===== config.mk =====
export PLATFORM = sky130hd
export DESIGN_NAME = format_spec_parser
export DESIGN_NICKNAME = d
export VERILOG_FILES = /design/src/hw/rtl/fsp_pkg.sv /design/src/hw/rtl/fsp_step.sv /design/src/hw/rtl/format_spec_parser.sv
export SDC_FILE = /design/constraint.sdc
export NUM_CORES = 1
export LEC_CHECK = 0
export BUFFER_PORTS_ARGS = -buffer_cell sky130_fd_sc_hd__buf_2
export CORE_ASPECT_RATIO = 1.1
export CORE_UTILIZATION = 55
export CTS_BUF_LIST = sky130_fd_sc_hd__clkbuf_8
export DETAILED_ROUTE_END_ITERATION = 10
export GPL_TIMING_DRIVEN = 0
export MAX_ROUTING_LAYER = met4
export PLACE_DENSITY = 0.75
export SLEW_MARGIN = 10
export SYNTH_ARGS = -nofsm -noshare
export SYNTH_HDL_FRONTEND = slang
export SYNTH_SLANG_ARGS = --single-unit

===== constraint.sdc =====
create_clock -name clk -period 19.9 [get_ports clk]
set_input_delay 3.98 -clock clk [delete_from_list [all_inputs] [get_ports clk]]
set_output_delay 3.98 -clock clk [all_outputs]
set_load 0.02 [all_outputs]

===== src/hw/rtl/fsp_pkg.sv =====
// Shared types, character codes and helpers for the format specifier parser.
// No dependencies; used by fsp_step and format_spec_parser.
`timescale 1ns / 1ps

package fsp_pkg;

  // Internal number width for run, width and precision accumulators
  localparam int NUM_BITS = 16;
  localparam int ACC_W    = NUM_BITS + 4;
  localparam logic [NUM_BITS-1:0] NUM_MAX = '1;
  localparam logic [31:0] OUT_MAX = 32'd65535;

  // Configuration register indexes
  localparam logic REG_DEFAULT_PRECISION = 1'b0;
  localparam logic [15:0] DEF_PREC_RESET = 16'd6;

  // Characters
  localparam logic [7:0] CH_NUL    = 8'h00;
  localparam logic [7:0] CH_DOLLAR = 8'h24;
  localparam logic [7:0] CH_PLUS   = 8'h2B;
  localparam logic [7:0] CH_MINUS  = 8'h2D;
  localparam logic [7:0] CH_DOT    = 8'h2E;
  localparam logic [7:0] CH_0      = 8'h30;
  localparam logic [7:0] CH_1      = 8'h31;
  localparam logic [7:0] CH_9      = 8'h39;
  localparam logic [7:0] CH_E_UP   = 8'h45;
  localparam logic [7:0] CH_G_UP   = 8'h47;
  localparam logic [7:0] CH_X_UP   = 8'h58;
  localparam logic [7:0] CH_C      = 8'h63;
  localparam logic [7:0] CH_D      = 8'h64;
  localparam logic [7:0] CH_E      = 8'h65;
  localparam logic [7:0] CH_F      = 8'h66;
  localparam logic [7:0] CH_G      = 8'h67;
  localparam logic [7:0] CH_I      = 8'h69;
  localparam logic [7:0] CH_L      = 8'h6C;
  localparam logic [7:0] CH_O      = 8'h6F;
  localparam logic [7:0] CH_P      = 8'h70;
  localparam logic [7:0] CH_S      = 8'h73;
  localparam logic [7:0] CH_U      = 8'h75;
  localparam logic [7:0] CH_X      = 8'h78;

  typedef enum logic [2:0] {
    PH_IDLE   = 3'd0,
    PH_RUN    = 3'd1,
    PH_FLAGS  = 3'd2,
    PH_WIDTH  = 3'd3,
    PH_AFTERW = 3'd4,
    PH_PREC   = 3'd5,
    PH_LPEND  = 3'd6
  } phase_t;

  typedef enum logic [3:0] {
    CT_NONE   = 4'd0,
    CT_INT    = 4'd1,
    CT_CHAR   = 4'd2,
    CT_STRING = 4'd3,
    CT_FLOAT  = 4'd4,
    CT_DOUBLE = 4'd5,
    CT_LONG   = 4'd6,
    CT_ULONG  = 4'd7,
    CT_HEX_LO = 4'd8,
    CT_HEX_UP = 4'd9
  } conv_t;

  // flags: bit0 zero fill, bit1 show sign, bit2 left adjust
  typedef struct packed {
    phase_t              phase;
    logic [NUM_BITS-1:0] run_val;
    logic                run_nz;
    logic                run_lz;
    logic [NUM_BITS-1:0] pos;
    logic [2:0]          flags;
    logic [NUM_BITS-1:0] width;
    logic [NUM_BITS-1:0] prec;
    conv_t               ctype;
    logic [7:0]          count;
  } parse_state_t;

  typedef struct packed {
    logic [15:0] arg_position;
    logic        zero_fill;
    logic        show_sign;
    logic        left_adjust;
    logic [15:0] field_width;
    logic [15:0] prec_value;
    logic [3:0]  conv_type;
    logic [7:0]  consumed;
  } result_t;

  function automatic logic is_digit(input logic [7:0] c);
    return (c >= CH_0) && (c <= CH_9);
  endfunction

  // v*10 + digit, saturating at NUM_MAX
  function automatic logic [NUM_BITS-1:0] accum(input logic [NUM_BITS-1:0] v,
                                                input logic [7:0] c);
    logic [ACC_W-1:0] r;
    r = (ACC_W'(v) << 3) + (ACC_W'(v) << 1) + ACC_W'(c[3:0]);
    if (r > ACC_W'(NUM_MAX)) return NUM_MAX;
    return r[NUM_BITS-1:0];
  endfunction

  function automatic logic [15:0] clamp_out(input logic [NUM_BITS-1:0] v);
    if (32'(v) > OUT_MAX) return 16'hFFFF;
    return 16'(32'(v));
  endfunction

  function automatic logic [7:0] count_add(input logic [7:0] cnt, input logic [1:0] n);
    logic [8:0] r;
    r = {1'b0, cnt} + 9'(n);
    if (r > 9'd255) return 8'd255;
    return r[7:0];
  endfunction

endpackage


===== src/hw/rtl/fsp_step.sv =====
// Combinational parse step: one character against the current parse state.
// Depends on fsp_pkg.
`timescale 1ns / 1ps

module fsp_step import fsp_pkg::*; (
  input  parse_state_t cur,
  input  logic [7:0]   ch,
  input  logic         start_req,
  input  logic [15:0]  default_prec,
  output parse_state_t nxt,
  output logic         emit,
  output result_t      res
);

  parse_state_t st;
  logic         done;
  logic         fin;
  logic [3:0]   tcode;
  logic         tvalid;

  // single type characters
  always_comb begin
    tvalid = 1'b1;
    tcode  = CT_NONE;
    unique case (ch)
      CH_D, CH_I: tcode = CT_INT;
      CH_C:       tcode = CT_CHAR;
      CH_S:       tcode = CT_STRING;
      CH_F:       tcode = CT_FLOAT;
      CH_X:       tcode = CT_HEX_LO;
      CH_X_UP:    tcode = CT_HEX_UP;
      CH_O, CH_U, CH_E, CH_E_UP, CH_G, CH_G_UP, CH_P: tcode = CT_NONE;
      default:    tvalid = 1'b0;
    endcase
  end

  always_comb begin
    st   = cur;
    done = 1'b0;
    fin  = 1'b0;
    if (start_req) begin
      st.phase   = PH_RUN;
      st.run_val = '0;
      st.run_nz  = 1'b0;
      st.run_lz  = 1'b0;
      st.pos     = '0;
      st.flags   = 3'b000;
      st.width   = '0;
      st.prec    = NUM_BITS'(32'(default_prec));
      st.ctype   = CT_NONE;
      st.count   = 8'd0;
    end
    if (st.phase == PH_IDLE) done = 1'b1;

    // leading digit run: position or fill+width
    if (!done && st.phase == PH_RUN) begin
      if (is_digit(ch)) begin
        st.run_val = accum(st.run_val, ch);
        if (ch != CH_0) st.run_nz = 1'b1;
        else if (!st.run_nz) st.run_lz = 1'b1;
        st.count = count_add(st.count, 2'd1);
        done = 1'b1;
      end else if (!st.run_nz && !st.run_lz) begin
        st.phase = PH_FLAGS;
      end else if (ch == CH_DOLLAR) begin
        st.pos   = st.run_val;
        st.count = count_add(st.count, 2'd1);
        st.phase = PH_FLAGS;
        done = 1'b1;
      end else begin
        if (st.run_lz) st.flags[0] = 1'b1;
        if (st.run_nz) begin
          st.width = st.run_val;
          st.phase = PH_AFTERW;
        end else begin
          st.phase = PH_FLAGS;
        end
      end
    end

    if (!done && st.phase == PH_FLAGS) begin
      if (ch == CH_0 || ch == CH_PLUS || ch == CH_MINUS) begin
        if (ch == CH_0)          st.flags[0] = 1'b1;
        else if (ch == CH_PLUS)  st.flags[1] = 1'b1;
        else                     st.flags[2] = 1'b1;
        st.count = count_add(st.count, 2'd1);
        done = 1'b1;
      end else if (ch >= CH_1 && ch <= CH_9) begin
        st.width = NUM_BITS'(ch[3:0]);
        st.count = count_add(st.count, 2'd1);
        st.phase = PH_WIDTH;
        done = 1'b1;
      end else begin
        st.phase = PH_AFTERW;
      end
    end

    if (!done && st.phase == PH_WIDTH) begin
      if (is_digit(ch)) begin
        st.width = accum(st.width, ch);
        st.count = count_add(st.count, 2'd1);
        done = 1'b1;
      end else begin
        st.phase = PH_AFTERW;
      end
    end

    if (!done && st.phase == PH_AFTERW) begin
      if (ch == CH_DOT) begin
        st.prec  = '0;
        st.count = count_add(st.count, 2'd1);
        st.phase = PH_PREC;
      end else if (ch == CH_L) begin
        st.phase = PH_LPEND;
      end else begin
        if (tvalid) begin
          st.ctype = conv_t'(tcode);
          st.count = count_add(st.count, 2'd1);
        end
        fin = 1'b1;
      end
      done = 1'b1;
    end

    if (!done && st.phase == PH_PREC) begin
      if (is_digit(ch)) begin
        st.prec  = accum(st.prec, ch);
        st.count = count_add(st.count, 2'd1);
      end else if (ch == CH_L) begin
        st.phase = PH_LPEND;
      end else begin
        if (tvalid) begin
          st.ctype = conv_t'(tcode);
          st.count = count_add(st.count, 2'd1);
        end
        fin = 1'b1;
      end
      done = 1'b1;
    end

    if (!done && st.phase == PH_LPEND) begin
      if (ch == CH_U || ch == CH_D || ch == CH_F) begin
        st.ctype = (ch == CH_U) ? CT_ULONG : (ch == CH_D) ? CT_LONG : CT_DOUBLE;
        st.count = count_add(st.count, 2'd2);
      end
      fin = 1'b1;
    end

    if (fin) st.phase = PH_IDLE;
  end

  assign nxt  = st;
  assign emit = fin;

  always_comb begin
    res.arg_position = clamp_out(st.pos);
    res.zero_fill    = st.flags[0];
    res.show_sign    = st.flags[1];
    res.left_adjust  = st.flags[2];
    res.field_width  = clamp_out(st.width);
    res.prec_value   = clamp_out(st.prec);
    res.conv_type    = st.ctype;
    res.consumed     = st.count;
  end

endmodule


===== src/hw/rtl/format_spec_parser.sv =====
// Top level of the format specifier parser: handshakes, parse state, result skid.
// Depends on fsp_pkg and fsp_step.
`timescale 1ns / 1ps

// Channel   Dir  Handshake                 Payload
// in_       in   in_valid / in_ready       in_ch[7:0], in_start_req
// out_      out  out_valid / out_ready     arg_position, flags, width, prec, type, consumed
// cfg (APB) in   psel, penable, pready=1   paddr[2:0], pwdata[31:0] -> prdata[31:0]
//
// One character beat per cycle while in_ready is high. The parse step is one
// combinational pass from the registered parse state and the accepted beat; a
// finished specifier enters the output register (the skid, if that is stalled)
// at the edge that accepts its last beat. A two-entry output (register plus skid)
// keeps in_ready high while one result waits; it drops only when both are full.
// Synchronous active-low reset clears parse state and sets precision to 6.

module format_spec_parser import fsp_pkg::*; (
  input  logic        clk,
  input  logic        rst_n,
  // character input
  input  logic        in_valid,
  output logic        in_ready,
  input  logic [7:0]  in_ch,
  input  logic        in_start_req,
  // result output
  output logic        out_valid,
  input  logic        out_ready,
  output logic [15:0] out_arg_position,
  output logic        out_zero_fill,
  output logic        out_show_sign,
  output logic        out_left_adjust,
  output logic [15:0] out_field_width,
  output logic [15:0] out_prec_value,
  output logic [3:0]  out_conv_type,
  output logic [7:0]  out_consumed,
  // configuration
  input  logic        psel,
  input  logic        penable,
  input  logic        pwrite,
  input  logic [2:0]  paddr,
  input  logic [31:0] pwdata,
  output logic [31:0] prdata,
  output logic        pready
);

  parse_state_t state_r, state_nxt;
  logic [15:0]  def_prec_r;
  logic         out_valid_r, skid_valid_r;
  result_t      out_res_r, skid_res_r;
  logic         step_emit;
  result_t      step_res;
  logic         in_fire, out_fire, push;

  // ---------------- configuration port ----------------
  assign pready = 1'b1;
  assign prdata = (paddr[2] == REG_DEFAULT_PRECISION) ? {16'd0, def_prec_r} : 32'd0;

  always_ff @(posedge clk) begin
    if (!rst_n) begin
      def_prec_r <= DEF_PREC_RESET;
    end else if (psel && penable && pwrite && pready &&
                 paddr[2] == REG_DEFAULT_PRECISION) begin
      def_prec_r <= pwdata[15:0];
    end
  end

  // ---------------- parse step ----------------
  assign in_ready = !skid_valid_r;
  assign in_fire  = in_valid && in_ready;
  assign out_fire = out_valid_r && out_ready;
  assign push     = in_fire && step_emit;

  fsp_step u_step (
    .cur          (state_r),
    .ch           (in_ch),
    .start_req    (in_start_req),
    .default_prec (def_prec_r),
    .nxt          (state_nxt),
    .emit         (step_emit),
    .res          (step_res)
  );

  always_ff @(posedge clk) begin
    if (!rst_n) begin
      state_r.phase   <= PH_IDLE;
      state_r.run_val <= '0;
      state_r.run_nz  <= 1'b0;
      state_r.run_lz  <= 1'b0;
      state_r.pos     <= '0;
      state_r.flags   <= 3'b000;
      state_r.width   <= '0;
      state_r.prec    <= NUM_BITS'(32'(DEF_PREC_RESET));
      state_r.ctype   <= CT_NONE;
      state_r.count   <= 8'd0;
    end else if (in_fire) begin
      state_r <= state_nxt;
    end
  end

  // ---------------- output register + skid ----------------
  // skid only fills while the output register holds a stalled result
  always_ff @(posedge clk) begin
    if (!rst_n) begin
      out_valid_r  <= 1'b0;
      skid_valid_r <= 1'b0;
    end else begin
      if (!out_valid_r || out_fire) begin
        if (skid_valid_r) begin
          out_valid_r  <= 1'b1;
          skid_valid_r <= 1'b0;
        end else begin
          out_valid_r <= push;
        end
      end else if (push) begin
        skid_valid_r <= 1'b1;
      end
    end
  end

  always_ff @(posedge clk) begin
    if (!out_valid_r || out_fire) begin
      if (skid_valid_r) out_res_r <= skid_res_r;
      else if (push)    out_res_r <= step_res;
    end
    if (out_valid_r && !out_fire && push) skid_res_r <= step_res;
  end

  assign out_valid        = out_valid_r;
  assign out_arg_position = out_res_r.arg_position;
  assign out_zero_fill    = out_res_r.zero_fill;
  assign out_show_sign    = out_res_r.show_sign;
  assign out_left_adjust  = out_res_r.left_adjust;
  assign out_field_width  = out_res_r.field_width;
  assign out_prec_value   = out_res_r.prec_value;
  assign out_conv_type    = out_res_r.conv_type;
  assign out_consumed     = out_res_r.consumed;

  // ---------------- assertions ----------------
  // skid holds a result only behind a full output register
  assert property (@(posedge clk) disable iff (!rst_n) skid_valid_r |-> out_valid_r)
    else $error("skid full with empty output register");

  // a beat with no open specifier and no start never yields a result
  assert property (@(posedge clk) disable iff (!rst_n)
    (in_fire && !in_start_req && state_r.phase == PH_IDLE) |-> !step_emit)
    else $error("result from idle parser");

  // a finished specifier leaves the parser idle
  assert property (@(posedge clk) disable iff (!rst_n)
    push |=> state_r.phase == PH_IDLE)
    else $error("parser not idle after result");

  // a stalled result with a full skid blocks input
  assert property (@(posedge clk) disable iff (!rst_n)
    (out_valid_r && !out_ready && push) |=> !in_ready)
    else $error("input open while both result slots full");

endmodule


==> flow_summary.ini, run 1 <==
[run_status]
outcome = finished, final reports clean

[timing]
finalHoldViolations = 0
period_needed_ns = 14.12
hold_slack_ns = 0.464
max_freq_ghz = 0.0708
tightestPinTransition_ns = 1.03
rsz0062_at_grt = false
worst_slack_ns = 5.78
slew_viol_final = 0
maxSlewHeadroom_pct = 30.7
finalClockSkew_ns = 0.0389
finalSetupViolations = 0
period_share_pct = 71.0
setup_tns_ns = 0

[cts]
htree_levels = 2
holdBufCountCts = 0
clkSlewWorstSetupHoldPaths_ns = 0.07
post-cts-setup-buffers = 0
cts_buffers = 39
insertion_delay_ns = 0.56
cts_tree = done
clockBufferDepth = 3
root_buffer = clkbuf_8
cts.sinks = 228
cts_resized = 0

[synth]
ys_seq_elements = 228
yosys_warnings = 0
synth_top_cell_by_area = edfxtp_1
synthCells = 1743
synth.distinct_cells = 100
synth-edff-count = 126
syn_area_mm2 = 0.0154
synthTopCellsByArea = edfxtp_1 25%, dfxtp_1 13%, ha_1 8.4%
syn_avg_cell_area_um2 = 8.83
async_flop_share_pct = 0
ys_seq_area_share_pct = 37.8
ys.flop_type = edfxtp_1
synth_top_area_share_pct = 24.6

[grt]
grt.busiest_layer = met2
gr-usage-all-layers_pct = 32.2
antenna_found_initial = 1
grt_start_max_net_pins = 29
grtUsageMet1_pct = 37.6
grt_util_met2_pct = 53.2
grt_util_met3_pct = 5.02
grt_pass1_vias = 13407
gr-total-overflow = 0
grt_pass1_wl_um = 69900

[detailed_routing]
vias = 13915
vias_per_cell = 6.04
routed_wirelength_um = 44600
antenna_left = 0
wire_per_inst_um = 19.4
drc = 0
drt_first_pass_iters = 6
drtIter0Drc = 1016

[power_and_ir_drop]
peakVddDrop_mv = 0.0455
combPwrFrac_pct = 12.9
switching_power_mw = 0.305
power_frac_seq_pct = 48.5
leakage_nw = 7.01
p_total_mw = 1.09
power_density_mw_per_mm2 = 62.7
p_clk_share_pct = 38.6
switching_share_pct = 28.1
p_int_mw = 0.781

[die]
num_io_pins = 149
core_mm2 = 0.0272
dieWidth_um = 162
die_h_um = 177
row_count = 63
die-area_mm2 = 0.0287
start_util_pct = 56.6

[setup_path]
crit_family = simple AND/OR/NAND/NOR gates
cp_num_buf_inv = 11
slowest_delay_ns = 0.46
crit_required_ns = 20.16
worstPathMaxFanout = 10
worstSetupStartpointType = input pin
cp_slowest_cell = clkbuf_1
crit_type = in2reg
cp-end-kind = flop
critPathArrivalTime_ns = 14.38

[final_layout]
layoutNonFillerInstCount = 2304
area_growth_pct = 12.6
final_util_pct = 63.7
seqCellArea_mm2 = 0.00583
fin_nets = 2075
drive_gt1_share_pct = 13.5
stdcell_area_mm2 = 0.0173
nFillCells = 2310
multi_input_area_mm2 = 0.00887

[placed_design]
placed_cell_area_mm2 = 0.0166
gp_congestion = 1.02
dp.cells = 2231
dp.final_hpwl_um = 33800
io_buffers = 111
pre_cts_ws_ns = 5.39

[job]
maxCapViolations = 0

[hold_path]
min_path_type = reg2reg
-- cells in the final DEF, fill, tap and decap left out, types with 15 or more instances in the layout --
master,netlist,routed
a31oi_1,16,16
a21oi_1,71,71
buf_4,18,19
o211ai_1,15,15
xnor2_1,26,26
mux2_2,26,26
clkbuf_1,77,77
nand3_1,30,30
nor2b_1,51,50
clkbuf_8,0,41
buf_2,5,116
mux2i_1,56,56
o22ai_1,28,28
a21boi_0,76,76
o31ai_1,29,29
inv_1,80,93
conb_1,2,17
and3_1,17,17
nor2_1,129,128
nand2_1,261,261
dfxtp_1,102,102
and2_1,26,26
ha_1,103,103
o21ai_0,119,119
edfxtp_1,126,126
nor3_1,26,25
-- worst paths after layout --
kind,start,endpoint,slack (ns),cells after the start
setup / recovery,in_start_req,out_consumed[3],5.78,41
hold / removal,state_r[19],state_r[19],0.46,2
setup reg to reg,state_r[1],out_consumed[3],9.68,36
hold reg to reg,state_r[19],state_r[19],0.46,2
-- state kept, by name (all words and copies together), names as in the netlist, 4 cells and up --
name              count
def_prec_r           16
out_arg_position     16
out_consumed          8
out_conv_type         4
out_field_width      16
out_prec_value       16
skid_res_r           63
state_r              84
-- cell families (layout without fill, tap and decap cells) --
| family | after synthesis | after routing | synth area share (%) |
|---|---|---|---|
| buffers and inverters | 190 | 377 | 5.11 |
| other | 2 | 19 | 0.0488 |
| DFF | 228 | 228 | 37.8 |
| AOI/OAI and AO/OA | 462 | 462 | 20.3 |
| adders and majority gates | 109 | 109 | 9.15 |
| and+or+nand+nor | 637 | 637 | 20.1 |
| xor gates and xnor gates | 33 | 33 | 1.93 |
| muxes | 82 | 82 | 5.54 |
-- per-layer routing --
metal	vias up	share of wire (%)
li1	6616	-
met4	0	5.6
met2	587	47
met5	-	0
met1	6563	40
met3	149	7.0
-- Yosys cell counts, types with 14 or more instances --
cell type,instances
inv_1,80
nand2_1,261
a31oi_1,16
o22ai_1,28
a21boi_0,76
o21ai_0,119
o22a_1,14
buf_4,18
clkbuf_1,77
o211ai_1,15
mux2i_1,56
nand3_1,30
a21oi_1,71
nor2_1,129
ha_1,103
dfxtp_1,102
nand2b_1,14
and2_1,26
mux2_2,26
edfxtp_1,126
nor3_1,26
xnor2_1,26
nor2b_1,51
and3_1,17
o31ai_1,29
-- power by group through the flow --
stage	combinational [mW]	clock [mW]	sequential, mW
final	0.140	0.419	0.527
after global routing	0.152	0.443	0.529
after CTS	0.139	0.423	0.527
after detailed placement	0.138	0	0.537
after global placement	0.132	0	0.540
after floorplan	0.0726	0	0.554
-- cell type report --
cell class	instances	area share [%]
buffer	109	2.79
tap	357	2.58
timing repair buffer	116	3.75
antenna	2	0.0289
clock buffer	41	3.26
sequential	228	33.6
inverter	81	1.75
clock inverter	30	1.09
multi-input combinational	1340	51.1
-- worst register-to-register path: cells and delay by family, from the launching register on --
kind / cells / cell delay, ns
multiplexers: 2 / 0.65
AO/OA/AOI/OAI: 10 / 2.66
AND/OR/NAND/NOR: 13 / 3.56
buffers and inverters: 6 / 1.19
adder cells (fa/ha/maj): 5 / 1.43
flip-flops: 1 / 0.42
(Power assumes the default switching activity.)
==> inputs of run 2 (changes only) <==
--- a/config.mk
+++ b/config.mk
@@ -5,6 +5,7 @@
 export SDC_FILE = /design/constraint.sdc
 export NUM_CORES = 1
 export LEC_CHECK = 0
+export ABC_AREA = 1
 export BUFFER_PORTS_ARGS = -buffer_cell sky130_fd_sc_hd__buf_2
 export CORE_ASPECT_RATIO = 1.1
 export CORE_UTILIZATION = 55
==> constraint.sdc (replaced) <==
create_clock -name clk -period 13.1 [get_ports clk]
set_input_delay 2.62 -clock clk [delete_from_list [all_inputs] [get_ports clk]]
set_output_delay 2.62 -clock clk [all_outputs]
set_load 0.02 [all_outputs]
==> run 2 against run 1 <==
Effect of this change: combinational power rose to 2.7 times the previous value; sequential share of layout area rose by 0.20 points; worst hold slack improved by 0.0015 ns; cell count rose by 11%; via count rose by 2.0%; area after synthesis fell by 0.48%; clock power rose by 45%; register-to-register slack got worse by 5.6 ns; sequential cell count did not move; setup slack got worse by 3.8 ns; first-iteration DRC count fell by 0.20%; highest routed layer unchanged.
==> flow_summary.ini, run 2 <==
[timing]
period_needed_ns = 11.14
hold_slack_ns = 0.466
finalHoldViolations = 0
tightestPinTransition_ns = 0.748
finalClockSkew_ns = 0.0219
finalSetupViolations = 0
maxSlewHeadroom_pct = 50.1
period_share_pct = 85.0
rsz0062_at_grt = false
setup_tns_ns = 0
max_freq_ghz = 0.0898
worst_slack_ns = 1.96
slew_viol_final = 0

[setup_path]
cp_slowest_cell = nor2_1
path_common_cell = nand2_1
crit_required_ns = 13.36
reg2reg_depth = 46
worstSetupStartpointType = input pin
critPathArrivalTime_ns = 11.40
slowest_delay_ns = 0.57
crit_type = in2reg
cp-end-kind = flop
r2r_end = out_prec_value[0]
r2r-start = state_r[81]
r2r_slack_ns = 4.11
worstPathMaxFanout = 10

[cts]
insertion_delay_ns = 0.54
cts_buffers = 38
htree_levels = 2
clockBufferDepth = 3
root_buffer = clkbuf_8
post-cts-setup-buffers = 0
cts.sinks = 228
holdBufCountCts = 0
cts_resized = 0
clkSlewWorstSetupHoldPaths_ns = 0.06
cts_tree = done

[synth]
yosys_warnings = 0
synth.most_common_cell = nand2_1
ys_seq_elements = 228
synthCells = 2003
syn_area_mm2 = 0.0153
synth_top_area_share_pct = 24.7
syn_avg_cell_area_um2 = 7.65
synth.distinct_cells = 58
synthTopCellsByArea = edfxtp_1 25%, dfxtp_1 13%, nand2_1 9.3%
synth-edff-count = 126
synth_top_cell_by_area = edfxtp_1
yosys-top-cells-count = 380 x nand2_1, 258 x inv_1, 187 x nor2_1, 169 x o21ai_0, 135 x a21oi_1
async_flop_share_pct = 0
ys_seq_area_share_pct = 38.0
ys.flop_type = edfxtp_1

[final_layout]
nFillCells = 2471
stdcell_area_mm2 = 0.0172
drive_gt1_share_pct = 13.8
area_growth_pct = 12.5
seqCellArea_mm2 = 0.00583
mostFrequentLayoutCell = nand2_1
top_register = state_r
final_util_pct = 63.4
layoutNonFillerInstCount = 2565
multi_input_area_mm2 = 0.00797
layout_common_cells = 380 x nand2_1, 274 x inv_1, 186 x nor2_1
largest_register_ffs = 84
fin_nets = 2341
reg_top3 = state_r (84), skid_res_r (63)

[placed_design]
pre_cts_ws_ns = 1.63
dp.final_hpwl_um = 33500
placed_cell_area_mm2 = 0.0165
dp.cells = 2496
gp_congestion = 0.952
io_buffers = 112

[power_and_ir_drop]
leakage_nw = 8.16
power_density_mw_per_mm2 = 105
peakVddDrop_mv = 0.0881
p_total_mw = 1.81

[detailed_routing]
vias_per_cell = 5.54
drtIter0Drc = 1014
vias = 14200
routed_wirelength_um = 42700
antenna_left = 0
drc = 0
wire_per_inst_um = 16.6
drt_first_pass_iters = 5

[job]
maxCapViolations = 0

[die]
start_util_pct = 56.3
die_h_um = 177
row_count = 63
die-area_mm2 = 0.0285
num_io_pins = 149
core_mm2 = 0.0272
dieWidth_um = 161

[grt]
grt_start_max_net_pins = 31
grt_pass1_wl_um = 68500
antenna_found_initial = 1
grt_pass1_vias = 13624
gr-total-overflow = 0
gr-usage-all-layers_pct = 31.0

[hold_path]
min_from = state_r[71]
min_path_type = reg2reg
min_to = state_r[71]
min_delay_path_depth = 2

[run_status]
outcome = finished, final reports clean
[run 2: changes by cell type after synthesis, sizes merged, moves of 79 or more]
cell,change
nand2,+149
nor2,+83
nand3,+102
inv,+194
a21boi,-79
[run 2: worst max-delay path, delay by kind of cell]
kind            cells  cell delay [ns]
compound gates     14             2.59
simple gates       21             3.13
fa+ha+maj           2             1.02
buf+inv            10             2.04
[run 2: kinds of logic after synthesis]
logic type                 Yosys count  share of synthesized area [%]
buffers and inverters              381                           10.4
and+or+nand+nor                    815                           24.2
adders and majority gates          111                           9.36
AOI/OAI and AO/OA                  428                           15.8
xor gates and xnor gates            38                           2.17
DFF                                228                           38.0
other                                2                         0.0490
[run 2: routing by layer]
layer  global-route usage (%)  share of wire (%)  wire length, um
met1                     35.4                 40            17200
met2                     54.7                 50            21400
met3                     3.56                5.5             2360
met4                     13.7                4.1             1760
met5                        -                  0                0
[run 2: worst max-delay path by stage]
stage | start | endpoint | slack [ns] | depth (start not counted)
after global routing | in_ch[3] | out_prec_value[0] | 1.38 | 48
after detailed placement | in_ch[3] | out_prec_value[0] | 1.63 | 47
after floorplan | in_ch[6] | skid_res_r[0] | 3.14 | 22
after global placement | in_ch[3] | skid_res_r[35] | -0.62 | 25
after CTS | in_ch[3] | out_prec_value[0] | 2.17 | 47
final | in_ch[3] | out_prec_value[0] | 1.96 | 47
[run 2: report_power, final]
group	internal, mW	switching (mW)
combinational	0.116	0.258
clock	0.316	0.291
sequential	0.810	0.0162
total	1.24	0.565
[run 2: final cells by class]
cell class / instances / share of cell area [%]
plain buffers: 98 / 3.05
repair buffers: 121 / 3.92
clock buffers: 42 / 3.35
inverters: 283 / 6.19
well taps: 357 / 2.59
diodes: 1 / 0.0145
multi-input cells: 1409 / 46.3
clock inverters: 26 / 0.813
flip-flops and latches: 228 / 33.8
